## config.mk

```make
export PLATFORM = sky130hd
export DESIGN_NAME = bqlp_history
export DESIGN_NICKNAME = d
export VERILOG_FILES = /design/src/rtl/core/bqlp_pkg.sv /design/src/rtl/core/bqlp_history.sv
export SDC_FILE = /design/constraint.sdc
export NUM_CORES = 1
export LEC_CHECK = 0
export BUFFER_PORTS_ARGS = -buffer_cell sky130_fd_sc_hd__buf_2
export CAP_MARGIN = 40
export CORE_UTILIZATION = 45
export CTS_CLUSTER_SIZE = 24
export DETAILED_ROUTE_END_ITERATION = 12
export GPL_ROUTABILITY_DRIVEN = 0
export PLACE_DENSITY_LB_ADDON = 0.3
export SYNTH_ARGS = -nofsm -noshare
export SYNTH_HDL_FRONTEND = slang
export SYNTH_SLANG_ARGS = --single-unit
```

## constraint.sdc

```tcl
create_clock -name clk_i -period 1.29 [get_ports clk_i]
set_clock_uncertainty 0.15 [all_clocks]
set_input_delay 0.129 -clock clk_i [delete_from_list [all_inputs] [get_ports clk_i]]
set_output_delay 0.129 -clock clk_i [all_outputs]
set_load 0.1 [all_outputs]
```

## src/rtl/core/bqlp_pkg.sv

```systemverilog
// ----------------------------------------------------------------------------
// bqlp_pkg
// shared types, widths, register codes and reset values of the biquad block
// ----------------------------------------------------------------------------
package bqlp_pkg;

  localparam int CH_W     = 3;
  localparam int SAMPLE_W = 16;
  localparam int COEF_W   = 32;
  localparam int HIST_W   = 32;
  localparam int WARMUP_W = 10;
  localparam int CFG_IDX_W  = 3;
  localparam int CFG_DATA_W = 32;

  // register index codes
  typedef enum logic [CFG_IDX_W-1:0] {
    REG_B0     = 3'd0,
    REG_B1     = 3'd1,
    REG_B2     = 3'd2,
    REG_A1     = 3'd3,
    REG_A2     = 3'd4,
    REG_WARMUP = 3'd5
  } reg_idx_e;

  // reset values
  localparam logic signed [COEF_W-1:0] B0_RESET = 32'sd35193898;
  localparam logic signed [COEF_W-1:0] B1_RESET = 32'sd70387796;
  localparam logic signed [COEF_W-1:0] B2_RESET = 32'sd35193898;
  localparam logic signed [COEF_W-1:0] A1_RESET = -32'sd200735458;
  localparam logic signed [COEF_W-1:0] A2_RESET = 32'sd73070816;
  localparam logic [WARMUP_W-1:0]      WARMUP_RESET = 10'd100;

  typedef struct packed {
    logic signed [COEF_W-1:0] b0;
    logic signed [COEF_W-1:0] b1;
    logic signed [COEF_W-1:0] b2;
    logic signed [COEF_W-1:0] a1;
    logic signed [COEF_W-1:0] a2;
  } coef_t;

  typedef struct packed {
    logic signed [SAMPLE_W-1:0] x1;
    logic signed [SAMPLE_W-1:0] x2;
    logic signed [HIST_W-1:0]   y1;
    logic signed [HIST_W-1:0]   y2;
  } hist_t;

endpackage

```

## src/rtl/core/bqlp_history.sv

```systemverilog
// ----------------------------------------------------------------------------
// bqlp_history
// per-channel input and output history, read and shifted at one channel
// ----------------------------------------------------------------------------
module bqlp_history import bqlp_pkg::*; #(
  parameter int DEPTH = 8,
  parameter int IDX_W = 3
) (
  input  logic                       clk_i,
  input  logic                       rst_ni,
  input  logic [IDX_W-1:0]           idx_i,
  input  logic                       shift_i,
  input  logic signed [SAMPLE_W-1:0] x_new_i,
  input  logic signed [HIST_W-1:0]   y_new_i,
  output hist_t                      hist_o
);

  logic signed [SAMPLE_W-1:0] x1_q [DEPTH];
  logic signed [SAMPLE_W-1:0] x2_q [DEPTH];
  logic signed [HIST_W-1:0]   y1_q [DEPTH];
  logic signed [HIST_W-1:0]   y2_q [DEPTH];

  always_ff @(posedge clk_i or negedge rst_ni) begin
    if (!rst_ni) begin
      for (int i = 0; i < DEPTH; i++) begin
        x1_q[i] <= '0;
        x2_q[i] <= '0;
        y1_q[i] <= '0;
        y2_q[i] <= '0;
      end
    end else if (shift_i) begin
      x2_q[idx_i] <= x1_q[idx_i];
      x1_q[idx_i] <= x_new_i;
      y2_q[idx_i] <= y1_q[idx_i];
      y1_q[idx_i] <= y_new_i;
    end
  end

  assign hist_o.x1 = x1_q[idx_i];
  assign hist_o.x2 = x2_q[idx_i];
  assign hist_o.y1 = y1_q[idx_i];
  assign hist_o.y2 = y2_q[idx_i];

endmodule

```

-- After elaboration in Yosys (flattened, before gate mapping)
Cells that the tools add are included.
- bitwise logic cells: 1
- $lt $le $gt $ge: 2
- reductions and logical operators: 1
- multiplexer cells: 20
- operators with widths (cell ; number):
    $bwmux 256 ; 2
    $bwmux 128 ; 2
    $bmux 32 s3 ; 2
    $mux 32 ; 5
    $bmux 16 s3 ; 2
    $demux 32 s3 ; 1
    $mux 16 ; 5
    $demux 16 s3 ; 1
    $ge 4x4->1 const B ; 1
    $lt 4x1->1 const B ; 1
    $not 3->4 ; 1
    $logic_and 1x1->1 ; 1
- input bits: 54
- bits in registers: 768
- output and inout bits: 96
- logic and storage cells: 56

-- Logic depth before layout (Yosys ltp)
- depth in word-level cells: 6
- depth in mapped cells: 7
- gate-level depth less buffers: 3

-- Least setup slack after synthesis
Ideal clock, no wire load.
- kind: input -> output
- start: input port idx_i[1]
- end: output port hist_o[62] (netlist bit)
- slack: -1610 ps
- stages on the path: 6
- required time: 1011 ps
- arrival: 2621 ps
- buffers on the path: 4
- cell sequence: buf_4 -> buf_2 -> buf_2 -> buf_2 -> a31oi_1 -> a31oi_1
- RTL lines (what ; line ; RTL):
    start: declaration ; bqlp_history.sv:11 ; input logic [IDX_W-1:0] idx_i,
    end: declaration ; bqlp_history.sv:15 ; output hist_t hist_o

==> reports/metrics.cfg <==
[timing]
fmax_ghz = 0.447
min_period_ps = 2240
setup_ws_ps = -948
slew_headroom_pct = 58.2
rsz0062_at_grt = yes
hold_viol = 3
period_share_pct = 174
finalMaxSlewViolations = 0
setup_violations = 991
whs_ps = -28.5
worst_pin_slew_ps = 625

[cells_and_area]
fill_cells = 5383
final_nets = 3969
area_delta_synth_final_pct = 45.5
multi_input_area_sq_mm = 0.0182
seqCellArea_sq_mm = 0.0192
design_area_sq_mm = 0.0506
layout-drive-gt1-share_pct = 42.8

[power]
p_seq_share_pct = 39.2
switching_power_w = 0.0270
switching_share_pct = 32.3
irDropWorstVdd_uv = 1510
intPower_w = 0.0564
p_leak_nw = 22.8
pwr-share-clk_pct = 28.7
p_total_w = 0.0834
combPwrFrac_pct = 32.1
cellPowerDensity_mw_per_mm2 = 1650

[logic_synthesis]
netlist_instances = 3257
synth_top_area_share_pct = 55.3
synth_nets = 3311
synth_area_leaders = dfrtp_1 55%, mux2_2 11%, nand2_1 6.8%
ys_seq_area_share_pct = 55.3
syn_avg_cell_area_sq_um = 10.7
synthFlopType = dfrtp_1
synth_edf_count = 0
ys_types = 40
ys_ff_latch = 768
yosysWarnings = 0
synth_most_common_cell = dfrtp_1
syn_area_sq_mm = 0.0348
async_flop_share_pct = 100
netlist.top_cell.by_area = dfrtp_1
yosys-top-cells-count = 768 x dfrtp_1, 628 x nand2_1, 341 x mux2_2, 249 x a21oi_1, 240 x nor2_1

[detailed_routing]
drc = 0
num_vias = 28148
detail_route.first_pass.iterations = 5
wire_per_inst_um = 21.3
viasPerCell = 5.62
drt_wl_total_um = 107000
drtAntennaViolNets = 0
drt_iter0_markers = 2026

[hold_path]
worstHoldPathType = primary input to flip-flop
whs_path_depth = 4
hold_start = idx_i[1]
hold_end = y2_q[196]

[setup_path]
cp-startpoint = y1_q[208]
rrSetupSlack_ps = -260
reg2reg_to = y2_q[176]
crit_path_start_kind = flip-flop
critPathRequiredTime_ps = 1010
critPathTopFamily = flip-flops
slowest_delay_ps = 380
cp_data_arrival_time_ps = 1960
crit_slowest_cell = dfrtp_1
r2r_cells = 7
rr_startpoint = y1_q[208]
crit_path_max_fanout = 2
endpoint_kind = output pin
path_buf_inv = 2
critPathKind = flip-flop to output pin
crit_chain = mux2_4 -> a22oi_2 -> buf_6 -> o221ai_4 -> buf_12

[grt]
antenna_found_initial = 4
track_usage_pct = 27.7
grt_pass1_vias = 29327
overflow = 0
grt_pass1_wl_um = 170000
grt_max_degree = 86

[floorplan]
io_pins = 150
die-area_sq_mm = 0.0784
rows = 101
start_util_pct = 45.6
fp.coreArea_sq_mm = 0.0762
die_y_um = 280
die_x_um = 280

[cts]
cts.sinks = 768
h-tree-depth = 3
clkTransAtPathRegs_ps = 60
cts-root-buf = clkbuf_16
clkLatencyLatePin_ps = 630
cts_made_buffers = 84
clock_path_buffers = 3
cts_tree = built

[job]
maxCapViolCount = 0

[placed_design]
portBuffers = 149
placed_area_sq_mm = 0.0458
dp_hpwl_um = 67200

[status]
violations = hold timing, setup timing
outcome = complete, but fails checks

==> worst max-delay path by stage <==
stage                 end  depth (start not counted)
2_1_floorplan  hist_o[40]                          6
3_3_place_gp   hist_o[76]                          6
3_5_place_dp   hist_o[23]                          6
4_1_cts        hist_o[86]                          4
5_1_grt        hist_o[36]                          4
6_report       hist_o[48]                          5
==> placed cells by master (no fill, tap or decap), types with 20 or more instances in the layout <==
cell type      count
a211o_1           53
a21boi_0          32
a21oi_1          155
a21oi_2           94
a22oi_2          100
and3_1            36
buf_12           206
buf_2             49
buf_4            502
buf_6             27
clkbuf_1          21
clkbuf_16         87
clkbuf_8          20
dfrtp_1          768
dlygate4sd3_1     51
mux2_2           122
mux2_4           219
mux2i_1          133
nand2_1          614
nand3b_1          41
nor2_1           239
nor3b_2           36
o2111ai_4         36
o21ai_0           83
o21ai_1           30
o21ai_2           62
o221ai_4          59
==> final cells by class <==
class | instances | area share [%]
diodes | 3 | 0.0148
clock buffers | 128 | 5.00
clock inverters | 21 | 0.405
inverters | 2 | 0.0247
multi-input cells | 2216 | 36.0
flip-flops and latches | 768 | 38.0
well taps | 1030 | 2.55
repair buffers | 843 | 18.0
==> per-stage QoR <==
stage | std cells | setup WS (ps) | util (%) | hold slack [ps] | TNS [ps]
6_report | 5011 | -948 | 66.4 | -28.5 | -306800
3_3_place_gp | 4729 | -672 | 60.1 | -193 | -403460
2_1_floorplan | 3257 | -682 | - | -317 | -70540
5_1_grt | 5010 | -991 | 66.4 | -16.2 | -376640
3_5_place_dp | 4729 | -691 | 60.1 | -193 | -411390
4_1_cts | 4994 | -960 | 66.1 | -62.8 | -457860
==> logic make-up after synthesis <==
logic type             Yosys count  synth area share [%]
flip-flops                     768                  55.3
AO/OA/AOI/OAI                  722                  13.0
multiplexers                   491                  15.4
buffers and inverters          273                  4.02
AND/OR/NAND/NOR               1003                  12.3
==> tightest hold or removal path, stage by stage <==
cell and delay, ps:
buf_8 160, mux2_4 240, nand2_1 50, a21oi_1 110
==> layer usage <==
metal,wire length (um),global-route usage [%],vias up
met2,51600,45.1,787
li1,-,-,12755
met1,46200,37.8,14418
met4,3060,9.71,4
met3,5680,4.07,184
met5,27,0,-
==> power groups by stage <==
stage	clock (W)	sequential, W	combinational (W)
finish	0.0240	0.0326	0.0268
global route	0.0253	0.0332	0.0285
CTS	0.0243	0.0325	0.0265
detailed placement	0	0.0327	0.0248
global placement	0	0.0326	0.0243
floorplan	0	0.0318	0.0166
==> state kept, by name, indices dropped and copies added (netlist names) <==
name	cells
y2_q	256
x1_q	128
y1_q	256
x2_q	128
==> what timing repair did <==
item | in CTS | in global routing
pin swaps | 122 | 56
cloned | 1 | 0
resized for setup | 206 | 53
hold endpoints to repair | 1156 | 53
buffers inserted | 114 | 29
setup endpoints to repair | 268 | 1150
hold buffers | 51 | 2
No activity file was read; power rests on OpenSTA's default activity.
